File: config.mk
export PLATFORM = sky130hd
export DESIGN_NAME = monospace_text_quad_generator
export DESIGN_NICKNAME = d
export VERILOG_FILES = /design/src/rtl/core/mtq_pkg.sv /design/src/rtl/core/mtq_div.sv /design/src/rtl/core/monospace_text_quad_generator.sv
export SDC_FILE = /design/constraint.sdc
export NUM_CORES = 2
export LEC_CHECK = 0
export ABC_AREA = 1
export ABC_CLOCK_PERIOD_IN_PS = 6400
export BUFFER_PORTS_ARGS = -buffer_cell sky130_fd_sc_hd__buf_4
export CAP_MARGIN = 20
export CORE_ASPECT_RATIO = 0.6
export CORE_MARGIN = 3
export CORE_UTILIZATION = 55
export DETAILED_ROUTE_END_ITERATION = 10
export PLACE_DENSITY = 0.76
export SYNTH_ARGS = -nofsm -noshare
export SYNTH_HDL_FRONTEND = slang
export SYNTH_SLANG_ARGS = --single-unit
export TNS_END_PERCENT = 1
File: constraint.sdc
create_clock -name clk -period 6.4 [get_ports clk]
set_input_delay 0.64 -clock clk [delete_from_list [all_inputs] [get_ports clk]]
set_output_delay 0.64 -clock clk [all_outputs]
set_load 0.01 [all_outputs]
File: src/rtl/core/mtq_pkg.sv
// Package for the monospace text quad generator.
// Types, register indexes, character codes and vertex order constants.
// No dependencies.
`default_nettype none

package mtq_pkg;

  localparam int COORD_FRAC_BITS_DEF = 20;
  localparam int SCALE_FRAC          = 22;
  localparam int CFG_ADDR_W          = 3;
  localparam int CFG_DATA_W          = 24;

  typedef enum logic [CFG_ADDR_W-1:0] {
    CFG_FIRST_CHAR  = 3'd0,
    CFG_TABLE_SIZE  = 3'd1,
    CFG_CHAR_WIDTH  = 3'd2,
    CFG_CHAR_HEIGHT = 3'd3,
    CFG_SCALE_X     = 3'd4,
    CFG_SCALE_Y     = 3'd5
  } cfg_reg_t;

  localparam logic [7:0]  CHAR_NUL   = 8'd0;
  localparam logic [7:0]  CHAR_NL    = 8'd10;
  localparam logic [7:0]  CHAR_SPACE = 8'd32;
  localparam logic [15:0] UV_MAX     = 16'hFFFF;

  // Vertex order: left-top, right-top, left-bottom, right-top, right-bottom, left-bottom.
  localparam logic [5:0] VERT_RIGHT = 6'b011010;
  localparam logic [5:0] VERT_BOT   = 6'b110100;
  localparam logic [2:0] VERT_LAST  = 3'd5;

  typedef enum logic [4:0] {
    ST_IDLE,
    ST_SX_MUL,
    ST_SX_ADD,
    ST_SY_MUL,
    ST_SY_ADD,
    ST_DECODE,
    ST_NL_MUL,
    ST_NL_ADD,
    ST_ADV_MUL,
    ST_ADV_ADD,
    ST_LINE_MUL,
    ST_BOT_ADD,
    ST_GADV_MUL,
    ST_GADV_ADD,
    ST_DIV_L,
    ST_DIV_R,
    ST_EMIT
  } state_t;

  typedef struct packed {
    logic        start;
    logic [23:0] dividend;
    logic [8:0]  divisor;
  } div_req_t;

  typedef struct packed {
    logic        done;
    logic [15:0] quotient;
  } div_rsp_t;

endpackage

`default_nettype wire

File: src/rtl/core/mtq_div.sv
// Bit-serial restoring divider for the texture u coordinate.
// 24-bit dividend over 9-bit divisor, 16-bit quotient; uses mtq_pkg.
`default_nettype none

module mtq_div
  import mtq_pkg::*;
(
  input  wire logic     clk,
  input  wire logic     rst,
  input  wire div_req_t req,
  output div_rsp_t      rsp
);

  logic        busy;
  logic        done;
  logic [3:0]  cnt;
  logic [8:0]  rem;
  logic [15:0] shreg;
  logic [9:0]  trial;
  logic        ge;

  // Quotient is known to fit 16 bits, so the top byte seeds the remainder.
  assign trial = {rem, shreg[15]};
  assign ge    = trial >= {1'b0, req.divisor};

  always_ff @(posedge clk) begin
    if (rst) begin
      busy <= 1'b0;
      done <= 1'b0;
      cnt  <= '0;
    end else begin
      done <= 1'b0;
      if (req.start) begin
        busy <= 1'b1;
        cnt  <= '0;
      end else if (busy) begin
        cnt <= cnt + 4'd1;
        if (cnt == 4'd15) begin
          busy <= 1'b0;
          done <= 1'b1;
        end
      end
    end
  end

  always_ff @(posedge clk) begin
    if (req.start) begin
      rem   <= {1'b0, req.dividend[23:16]};
      shreg <= req.dividend[15:0];
    end else if (busy) begin
      rem   <= ge ? 9'(trial - {1'b0, req.divisor}) : trial[8:0];
      shreg <= {shreg[14:0], ge};
    end
  end

  assign rsp.done     = done;
  assign rsp.quotient = shreg;

endmodule

`default_nettype wire

File: src/rtl/core/monospace_text_quad_generator.sv
// Top level of the monospace text quad generator: sequencer, shared multiplier
// and saturating adder, pen state, output register. Uses mtq_pkg and mtq_div.
//
// Channel  Dir  Handshake                      Contents
// s_axis   in   s_axis_tvalid / s_axis_tready   one text character
// m_axis   out  m_axis_tvalid / m_axis_tready   one glyph vertex
// cfg      in   cfg_we                          register write, no read-back
//
// Per character: an accept, plus the start-x and start-y scaling steps when it
// starts a text, then a decode; NUL or an ended text stops there, while a
// newline/space/non-glyph takes a multiply and an add, and a glyph takes the
// bottom-edge and advance steps, a divider run for each u edge and the quad's vertices.
// Synchronous reset; vertex emission holds while m_axis_tready is low, and a
// new character is taken while the last vertex still waits in the output register.
`default_nettype none

module monospace_text_quad_generator
  import mtq_pkg::*;
#(
  parameter int COORD_FRAC_BITS = COORD_FRAC_BITS_DEF
) (
  input  wire logic                  clk,
  input  wire logic                  rst,
  input  wire logic                  s_axis_tvalid,
  output logic                       s_axis_tready,
  // char_code[7:0], start_x_px[19:8], start_y_px[31:20], text_color[63:32]
  input  wire logic [63:0]           s_axis_tdata,
  // text_start[0]
  input  wire logic                  s_axis_tuser,
  output logic                       m_axis_tvalid,
  input  wire logic                  m_axis_tready,
  // vert_x[23:0], vert_y[47:24], tex_u[63:48], tex_v[79:64], vert_color[111:80]
  output logic [111:0]               m_axis_tdata,
  // quad_last
  output logic                       m_axis_tlast,
  input  wire logic                  cfg_we,
  input  wire logic [CFG_ADDR_W-1:0] cfg_addr,
  input  wire logic [CFG_DATA_W-1:0] cfg_wdata
);

  localparam int RSH    = (COORD_FRAC_BITS < SCALE_FRAC) ? SCALE_FRAC - COORD_FRAC_BITS : 0;
  localparam int LSH    = (COORD_FRAC_BITS > SCALE_FRAC) ? COORD_FRAC_BITS - SCALE_FRAC : 0;
  localparam int PROD_W = 37;
  localparam int CONV_W = PROD_W + 1 + LSH;
  localparam int SUM_W  = CONV_W + 2;
  localparam logic signed [CONV_W-1:0] RND =
    (RSH > 0) ? (CONV_W'(1) << ((RSH > 0) ? RSH - 1 : 0)) : '0;
  localparam logic signed [SUM_W-1:0] ONE     = SUM_W'(1) << COORD_FRAC_BITS;
  localparam logic signed [SUM_W-1:0] SAT_MAX = {{(SUM_W-23){1'b0}}, {23{1'b1}}};
  localparam logic signed [SUM_W-1:0] SAT_MIN = {{(SUM_W-23){1'b1}}, 23'd0};

  // configuration
  logic [7:0]         first_char_code;
  logic [8:0]         char_table_size;
  logic [7:0]         char_width_px;
  logic [7:0]         char_height_px;
  logic signed [23:0] ndc_scale_x;
  logic signed [23:0] ndc_scale_y;

  always_ff @(posedge clk) begin
    if (rst) begin
      first_char_code <= 8'd32;
      char_table_size <= 9'd96;
      char_width_px   <= 8'd8;
      char_height_px  <= 8'd16;
      ndc_scale_x     <= '0;
      ndc_scale_y     <= '0;
    end else if (cfg_we) begin
      case (cfg_reg_t'(cfg_addr))
        CFG_FIRST_CHAR:  first_char_code <= cfg_wdata[7:0];
        CFG_TABLE_SIZE:  char_table_size <= cfg_wdata[8:0];
        CFG_CHAR_WIDTH:  char_width_px   <= cfg_wdata[7:0];
        CFG_CHAR_HEIGHT: char_height_px  <= cfg_wdata[7:0];
        CFG_SCALE_X:     ndc_scale_x     <= cfg_wdata;
        CFG_SCALE_Y:     ndc_scale_y     <= cfg_wdata;
        default: ;
      endcase
    end
  end

  // state
  state_t state, state_next;
  logic   s_xfer;
  logic   out_free;

  logic [7:0]         code;
  logic [11:0]        start_x;
  logic [11:0]        start_y;
  logic [31:0]        start_color;
  logic signed [23:0] pen_x;
  logic signed [23:0] pen_y;
  logic signed [23:0] margin_x;
  logic               text_ended;
  logic [31:0]        color;
  logic signed [23:0] bot;
  logic signed [23:0] xl;
  logic [15:0]        ul;
  logic [15:0]        ur;
  logic [2:0]         vcnt;

  // shared multiplier
  logic signed [12:0]       mul_a;
  logic signed [23:0]       mul_b;
  logic signed [PROD_W-1:0] prod;

  // shared saturating adder
  logic signed [CONV_W-1:0] prod_ext;
  logic signed [CONV_W-1:0] conv_val;
  logic signed [SUM_W-1:0]  addend;
  logic signed [SUM_W-1:0]  sum;
  logic signed [23:0]       sat_val;

  // glyph decode
  logic [7:0] idx;
  logic       is_glyph;

  div_req_t div_req;
  div_rsp_t div_rsp;

  assign s_axis_tready = (state == ST_IDLE);
  assign s_xfer        = s_axis_tvalid && s_axis_tready;
  assign out_free      = !m_axis_tvalid || m_axis_tready;

  assign idx      = code - first_char_code;
  assign is_glyph = (code != CHAR_NL) && (code != CHAR_SPACE) && (code >= first_char_code)
                    && ({1'b0, idx} < char_table_size);

  always_comb begin
    case (state)
      ST_SX_MUL: begin
        mul_a = {1'b0, start_x};
        mul_b = ndc_scale_x;
      end
      ST_SY_MUL: begin
        mul_a = {1'b0, start_y};
        mul_b = ndc_scale_y;
      end
      ST_NL_MUL, ST_LINE_MUL: begin
        mul_a = {5'd0, char_height_px};
        mul_b = ndc_scale_y;
      end
      default: begin
        mul_a = {5'd0, char_width_px};
        mul_b = ndc_scale_x;
      end
    endcase
  end

  always_ff @(posedge clk) begin
    prod <= PROD_W'(mul_a * mul_b);
  end

  assign prod_ext = {{(CONV_W-PROD_W){prod[PROD_W-1]}}, prod};
  assign conv_val = ((prod_ext + RND) >>> RSH) <<< LSH;

  always_comb begin
    case (state)
      ST_SX_ADD:  addend = -ONE;
      ST_SY_ADD:  addend = ONE;
      ST_NL_ADD, ST_BOT_ADD: addend = {{(SUM_W-24){pen_y[23]}}, pen_y};
      default:    addend = {{(SUM_W-24){pen_x[23]}}, pen_x};
    endcase
  end

  assign sum     = {{2{conv_val[CONV_W-1]}}, conv_val} + addend;
  assign sat_val = (sum > SAT_MAX) ? 24'sh7FFFFF :
                   (sum < SAT_MIN) ? -24'sh800000 : sum[23:0];

  // divider requests for the left and right texture u coordinates
  always_comb begin
    div_req.divisor  = char_table_size;
    div_req.start    = 1'b0;
    div_req.dividend = 24'({1'b0, idx, 16'd0} - {17'd0, idx});
    if (state == ST_GADV_ADD) begin
      div_req.start = 1'b1;
    end else if (state == ST_DIV_L && div_rsp.done) begin
      div_req.start    = 1'b1;
      div_req.dividend = 24'({idx + 9'd1, 16'd0} - {16'd0, idx + 9'd1});
    end
  end

  mtq_div u_div (
    .clk (clk),
    .rst (rst),
    .req (div_req),
    .rsp (div_rsp)
  );

  // sequencer
  always_ff @(posedge clk) begin
    if (rst) begin
      state <= ST_IDLE;
    end else begin
      state <= state_next;
    end
  end

  always_comb begin
    state_next = state;
    case (state)
      ST_IDLE: begin
        if (s_xfer) begin
          state_next = s_axis_tuser ? ST_SX_MUL : ST_DECODE;
        end
      end
      ST_SX_MUL: state_next = ST_SX_ADD;
      ST_SX_ADD: state_next = ST_SY_MUL;
      ST_SY_MUL: state_next = ST_SY_ADD;
      ST_SY_ADD: state_next = ST_DECODE;
      ST_DECODE: begin
        if (text_ended || code == CHAR_NUL) begin
          state_next = ST_IDLE;
        end else if (code == CHAR_NL) begin
          state_next = ST_NL_MUL;
        end else if (is_glyph) begin
          state_next = ST_LINE_MUL;
        end else begin
          state_next = ST_ADV_MUL;
        end
      end
      ST_NL_MUL:   state_next = ST_NL_ADD;
      ST_NL_ADD:   state_next = ST_IDLE;
      ST_ADV_MUL:  state_next = ST_ADV_ADD;
      ST_ADV_ADD:  state_next = ST_IDLE;
      ST_LINE_MUL: state_next = ST_BOT_ADD;
      ST_BOT_ADD:  state_next = ST_GADV_MUL;
      ST_GADV_MUL: state_next = ST_GADV_ADD;
      ST_GADV_ADD: state_next = ST_DIV_L;
      ST_DIV_L: begin
        if (div_rsp.done) begin
          state_next = ST_DIV_R;
        end
      end
      ST_DIV_R: begin
        if (div_rsp.done) begin
          state_next = ST_EMIT;
        end
      end
      ST_EMIT: begin
        if (out_free && vcnt == VERT_LAST) begin
          state_next = ST_IDLE;
        end
      end
      default: state_next = ST_IDLE;
    endcase
  end

  // pen and control state
  always_ff @(posedge clk) begin
    if (rst) begin
      pen_x      <= '0;
      pen_y      <= '0;
      margin_x   <= '0;
      text_ended <= 1'b1;
      color      <= '0;
      vcnt       <= '0;
    end else begin
      case (state)
        ST_SX_ADD: begin
          pen_x    <= sat_val;
          margin_x <= sat_val;
        end
        ST_SY_ADD: begin
          pen_y      <= sat_val;
          color      <= start_color;
          text_ended <= 1'b0;
        end
        ST_DECODE: begin
          if (!text_ended && code == CHAR_NUL) begin
            text_ended <= 1'b1;
          end
        end
        ST_NL_ADD: begin
          pen_x <= margin_x;
          pen_y <= sat_val;
        end
        ST_ADV_ADD, ST_GADV_ADD: pen_x <= sat_val;
        ST_DIV_R: vcnt <= '0;
        ST_EMIT: begin
          if (out_free) begin
            vcnt <= vcnt + 3'd1;
          end
        end
        default: ;
      endcase
    end
  end

  // item and glyph payload
  always_ff @(posedge clk) begin
    if (s_xfer) begin
      code        <= s_axis_tdata[7:0];
      start_x     <= s_axis_tdata[19:8];
      start_y     <= s_axis_tdata[31:20];
      start_color <= s_axis_tdata[63:32];
    end
    if (state == ST_BOT_ADD) begin
      bot <= sat_val;
    end
    if (state == ST_GADV_ADD) begin
      xl <= pen_x;
    end
    if (state == ST_DIV_L && div_rsp.done) begin
      ul <= div_rsp.quotient;
    end
    if (state == ST_DIV_R && div_rsp.done) begin
      ur <= div_rsp.quotient;
    end
  end

  // output register
  logic        v_right;
  logic        v_bot;
  logic [23:0] v_x;
  logic [23:0] v_y;
  logic [15:0] v_u;
  logic [15:0] v_v;

  assign v_right = VERT_RIGHT[vcnt];
  assign v_bot   = VERT_BOT[vcnt];
  assign v_x     = v_right ? pen_x : xl;
  assign v_y     = v_bot ? bot : pen_y;
  assign v_u     = v_right ? ur : ul;
  assign v_v     = v_bot ? UV_MAX : 16'd0;

  always_ff @(posedge clk) begin
    if (rst) begin
      m_axis_tvalid <= 1'b0;
    end else if (state == ST_EMIT && out_free) begin
      m_axis_tvalid <= 1'b1;
    end else if (m_axis_tready) begin
      m_axis_tvalid <= 1'b0;
    end
  end

  always_ff @(posedge clk) begin
    if (state == ST_EMIT && out_free) begin
      m_axis_tdata <= {color, v_v, v_u, v_y, v_x};
      m_axis_tlast <= (vcnt == VERT_LAST);
    end
  end

endmodule

`default_nettype wire
## After elaboration in Yosys (flattened, before gate mapping)

Memory sizes are Yosys's and may differ from the RTL's. A register that Yosys moved wholly into a read port is not among the register bits.
Cells that the tools add are included.

| cells by class | value |
|---|---|
| multipliers | 1 |
| bitwise operators | 1 |
| add/sub/neg operators | 9 |
| eq/ne operators | 32 |
| mux-type cells | 43 |
| reduce and logical (&&, ||, !) cells | 37 |
| $lt $le $gt $ge | 6 |

Operators with widths:

| kind | number |
|---|---|
| $mux 24 | 6 |
| $pmux 40 s3 | 1 |
| $pmux 5 s15 | 1 |
| $mux 16 | 4 |
| $pmux 24 s2 | 1 |
| $add 40x40->40 | 1 |
| $eq 5x4->1 const B | 8 |
| $gt 40x24->1 const B | 1 |
| $lt 40x24->1 const B | 1 |
| $add 37x3->38 const B | 1 |
| $mul 13x24->37 | 1 |
| $pmux 12 s3 | 1 |
| $mux 25 | 1 |
| $sub 24x8->24 | 1 |
| $sub 24x9->24 | 1 |
| $eq 5x3->1 const B | 4 |
| $mux 5 | 4 |
| $mux 3 | 6 |
| $mux 8 | 2 |
| $reduce_and 2->1 | 8 |
| $eq 5x2->1 const B | 2 |
| $ge 10x9->1 | 1 |
| $mux 1 | 10 |
| $reduce_bool 2->1 | 5 |
| other kinds (34) | 57 |

| word-level totals | value |
|---|---|
| ROM bits | 16 |
| memories | 2 |
| flip-flop bits (word level) | 520 |
| word-level logic and storage cells | 162 |
| bits of input ports | 97 |
| output and inout bits | 115 |

Memory list:

| name | depth | bits a word | rd ports | clocked after Yosys merged registers in | write ports | RTL line | text |
|---|---|---|---|---|---|---|---|
| (no name shown) | 8 | 1 | 1 | 1 | 0 | monospace_text_quad_generator.sv:320 | `assign v_bot = VERT_BOT[vcnt];` |
| (no name shown) | 8 | 1 | 1 | 1 | 0 | monospace_text_quad_generator.sv:319 | `assign v_right = VERT_RIGHT[vcnt];` |

## Longest topological paths before layout

| depth | value |
|---|---|
| depth in word-level cells | 8 |
| mapped depth | 38 |
| gate-level depth less buffers | 36 |

## Modules after synthesis

From an unflattened synthesis, not the netlist that was laid out.

| second synthesis, totals | value |
|---|---|
| cells, all modules | 4162 |
| area, all modules | 34555.6 µm² |

By module, submodules not included:

| module | area each (µm²) | times used | cells an instance |
|---|---|---|---|
| monospace_text_quad_generator | 32529.9 | 1 | 3878 |
| mtq_div | 2025.7 | 1 | 284 |

## Worst setup path after synthesis

No wires, ideal clock.

| path | value |
|---|---|
| path type | reg2reg |
| from | register state[3] |
| to | register prod[36] |
| required time | 6.273 ns |
| clock period less this slack | 6.444 ns |
| arrival time | 6.317 ns |
| path slack | -0.044 ns |
| path buffers | 2 |
| cell stages (with the launch flop) | 31 |
| cell sequence | dfxtp_1 -> nand2_1 -> inv_1 -> nor2_1 -> nand2_2 -> inv_2 -> nor2_1 -> inv_2 -> nor2_1 -> inv_2 -> buf_2 -> o21ai_1 -> buf_2 -> nor2_1 -> fa_1 -> inv_1 -> fa_1 -> inv_1 -> fa_1 -> fa_1 -> inv_1 -> fa_1 -> inv_1 -> ha_1 -> a21oi_1 -> o21ai_0 -> a21oi_1 -> o211ai_1 -> a21oi_1 -> o21ai_0 -> xor2_1 |

| on the way | value |
|---|---|
| longest elaborated chain between the ends | 4 |
| elaborated cells between the ends (all ways) | 9 |
| classes of those cells | mul: 1; eq/ne: 4; mux: 2; reduce/logical: 2 |

Ends and longest elaborated chain:

| element | RTL line | text |
|---|---|---|
| start: declaration | monospace_text_quad_generator.sv:82 | `state_t state, state_next;` |
| start signal: assignment | monospace_text_quad_generator.sv:194 | `state <= state_next;` |
| $eq 5x4->1, or another cell as far along | monospace_text_quad_generator.sv:129 | `case (state)` |
| $reduce_or 2->1 / $reduce_or 3->1 (equally long branches) | n/a |  |
| $pmux 12 s3 / $mux 24 (equally long branches) | monospace_text_quad_generator.sv:129 |  |
| $mul 13x24->37 (*) | monospace_text_quad_generator.sv:150 | `prod <= PROD_W'(mul_a * mul_b);` |
| end signal: assignment | monospace_text_quad_generator.sv:150 |  |
| end: declaration | monospace_text_quad_generator.sv:104 | `logic signed [PROD_W-1:0] prod;` |

Mark *: on every way between the ends. The rest lies on a longest branch, timed or not.
A chain may end at the register's enable or synchronous reset.

## Worst setup path in the final report

| path | value |
|---|---|
| from | register state[3] |
| to | register prod[32] |

The elaborated chain is that of the path after synthesis.

==> flow_metrics.tcl <==
set metrics [dict create \
    status "completed" \
    p_int_uw 6210 \
    ctsHoldBuffers 0 \
    area_growth_pct 17.7 \
    cts-root-buf "clkbuf_16" \
    nets 4893 \
    finalWeightedCongestion 0.974 \
    p_clk_share_pct 29.8 \
    syn_avg_cell_area_um2 8.46 \
    ys_types 59 \
    syn_nets 4533 \
    p_switching_uw 3160 \
    io-pin-count 212 \
    vias 27800 \
    place_hpwl_um 70000 \
    min_period_over_period_pct 98.8 \
    pwr-share-comb_pct 29.7 \
    grt_max_degree 85 \
    insertion_delay_ps 580 \
    finalMaxSlewViolations 0 \
    fin_util_pct 66.6 \
    dpl_worst_slack_ps -88.3 \
    wire_per_inst_um 17.4 \
    clock_skew_ps 16.9 \
    synth-simple-area-share_pct 17.2 \
    synth_top_family_by_area "adder cells" \
    routed_wl_um 91100 \
    route.detailed.drc 0 \
    drt_iter0_markers 2833 \
    power_density_mw_per_mm2 234 \
    antenna_found_initial 0 \
    cp-startpoint "state[3]" \
    ir_drop_mv 0.240 \
    clock-sinks 506 \
    crit_family "adder cells" \
    postSynthCellCount 4022 \
    hold_class "input pin to flop" \
    cp.arrival_ps 6830 \
    cts_tree "built" \
    grt_pass1_vias 26500 \
    start_util_pct 56.6 \
    die_x_um 327 \
    portBuffers 211 \
    cts_buffers 45 \
    seqPwrFrac_pct 40.4 \
    cts_buffer_depth 3 \
    die_h_um 199 \
    hold_viol_final 0 \
    critical_path_buf_inv_count 10 \
    overflow 0 \
    worst-setup-path-type "flop to flop" \
    setup_slack_ps 80.0 \
    wl_met1_um 42400 \
    detail-route-antenna-nets 0 \
    critPathMaxStageDelay_ps 560 \
    die_area_mm2 0.0650 \
    viasPerCell 5.31 \
    ys.flop_type "edfxtp_1" \
    cp-start-kind "flop" \
    fmax_mhz 158 \
    synthXorXnorAreaFrac_pct 2.82 \
    grt_pass1_wl_um 142000 \
    wl_met2_um 36900 \
    synth_edf_count 266 \
    rsz0062_at_grt "true" \
    yosysWarnings 0 \
    end_kind "flop" \
    synth_area_mm2 0.0340 \
    required_ps 6910 \
    core_mm2 0.0602 \
    clk_transition_reported_paths_ps 70 \
    switching_share_pct 33.7 \
    dr.pass1.iters 6 \
    max-slew-margin-rel_pct 28.0 \
    synth_seq_cells 506 \
    cts-htree-levels 2 \
    synthAdderAreaFrac_pct 21.0 \
    top_layer_used "met5" \
    tightest_slew_ps 1080 \
    cpMostUsedCell "fa_1" \
    synth_compound_area_share_pct 9.48 \
    hold_start "s_axis_tdata[2]" \
    cap_violations 0 \
    n_antenna_cell 0 \
    critPathSlowestCell "fa_1" \
    seq_area_frac_synth_pct 37.6 \
    async_flop_share_pct 0 \
    crit_fanout 10 \
    grt_usage_pct 27.5 \
    drive_gt1_share_pct 16.9 \
    setup_viol 0 \
    placementRows 69 \
    min_period_ps 6320 \
    wl_met3_um 10500 \
    r2r_start "state[3]" \
    synth_mux_area_share_pct 1.39 \
    leakagePower_uw 0.0186 \
]
-- worst reg2reg max path, delay by kind of cell, from the launching register on --
kind	cells	cell delay (ps)
adders and majority gates	6	2930
and+or+nand+nor	11	1280
buffers and inverters	10	1230
xor gates and xnor gates	1	140
AOI/OAI and AO/OA	2	310
DFF	1	360
-- area by class of cell --
cell class | instances | area [µm²]
Clock inverter | 23 | 251
Sequential cell | 506 | 12800
Multi-Input combinational cell | 2584 | 18200
Timing Repair Buffer | 437 | 3490
Fill cell | 4843 | 20100
Inverter | 807 | 3030
Timing Repair inverter | 1 | 7.51
Tap cell | 816 | 1020
Clock buffer | 61 | 1280
-- power groups by stage --
stage | clock, µW | combinational (µW) | sequential, µW
after floorplan | 0 | 1730 | 3810
after global placement | 0 | 2540 | 3840
after detailed placement | 0 | 2590 | 3850
after CTS | 2820 | 2620 | 3780
after global routing | 2960 | 3060 | 3800
final | 2790 | 2780 | 3790
-- path summary, 6_finish.rpt --
check                           end  slack (ps)  cells past startpoint
setup / recovery           prod[32]          80                     30
hold / removal              code[2]         220                      1
setup reg to reg           prod[32]          80                     30
hold reg to reg   m_axis_tdata[110]         430                      0
-- state kept, by name, summed over array words and instances, names as in the netlist, 9 cells and up --
| signal | flops |
|---|---|
| m_axis_tdata | 97 |
| prod | 36 |
| color | 32 |
| start_color | 32 |
| bot | 24 |
| margin_x | 24 |
| ndc_scale_x | 24 |
| ndc_scale_y | 24 |
| pen_x | 24 |
| pen_y | 24 |
| xl | 24 |
| u_div.shreg | 16 |
| ul | 16 |
| ur | 16 |
| start_x | 12 |
| start_y | 12 |
| char_table_size | 9 |
| u_div.rem | 9 |
-- cell usage after synthesis, types with 11 or more instances --
| cell | n | area (µm²) |
|---|---|---|
| nor3_1 | 22 | 110 |
| nand3_1 | 106 | 531 |
| inv_2 | 12 | 45.0 |
| nand2_2 | 41 | 257 |
| nor4_1 | 14 | 87.6 |
| nor2_1 | 492 | 1850 |
| nor2_2 | 11 | 68.8 |
| o211ai_1 | 17 | 128 |
| o21ai_0 | 270 | 1350 |
| ha_1 | 153 | 1910 |
| xor2_1 | 79 | 692 |
| edfxtp_1 | 266 | 7990 |
| inv_1 | 791 | 2970 |
| mux2_2 | 42 | 473 |
| dfxtp_1 | 240 | 4800 |
| nand2_1 | 699 | 2620 |
| o21ai_1 | 30 | 150 |
| a21oi_1 | 199 | 996 |
| buf_4 | 17 | 128 |
| buf_2 | 12 | 60.1 |
| clkbuf_1 | 87 | 327 |
| fa_1 | 261 | 5230 |
| o21bai_1 | 29 | 218 |
| xnor2_1 | 25 | 219 |
| nand4_1 | 16 | 100 |
-- per-stage QoR --
step                area [µm²]  hold WS [ps]  setup TNS (ps)  power [µW]  cells
floorplan                34000           403               0        5540   4022
global placement         37800           405               0        6390   5128
detailed placement       37800           409            -211        6440   5128
CTS                      39400           204           -33.8        9230   5217
global route             40100           203            -835        9830   5235
finish                   40100           223               0        9360   5235
-- layout by cell type (no fill, tap or decap), types with 17 or more instances in the layout --
| cell | count |
|---|---|
| buf_4 | 416 |
| clkbuf_16 | 47 |
| ha_1 | 137 |
| o21ai_0 | 260 |
| nand2_1 | 690 |
| o21bai_1 | 28 |
| a21oi_1 | 178 |
| fa_1 | 254 |
| xnor2_1 | 25 |
| nand3_1 | 105 |
| nor2_2 | 24 |
| edfxtp_1 | 266 |
| nand2_2 | 50 |
| o21ai_1 | 33 |
| o211ai_1 | 17 |
| a21oi_2 | 22 |
| nor3_1 | 21 |
| dfxtp_1 | 236 |
| inv_2 | 29 |
| xor2_1 | 79 |
| nor2_1 | 472 |
| inv_1 | 772 |
| mux2_2 | 42 |
-- cell families (layout without fill, tap and decap cells) --
logic type                 after synthesis  count (layout)
muxes                                   42              42
adders and majority gates              414             414
DFF                                    506             506
buffers and inverters                  932            1329
xor gates and xnor gates               107             107
AOI/OAI and AO/OA                      593             593
and+or+nand+nor                       1428            1428
-- routing by layer --
layer / up-vias / global-route usage, %
met1: 13100 / 42.3
li1: 13300 / -
met5: - / 1.74
met4: 2 / 4.21
met3: 104 / 9.09
met2: 1243 / 38.1
-- timing repair --
action | 4_1_cts | 5_1_grt
setup endpoints to repair | 11 | 21
setup buffers | 4 | 17
pin swaps | 2 | 50
cloned | 1 | 0
gates resized for setup | 10 | 125
Note: power is estimated with default switching activity, not from simulation.
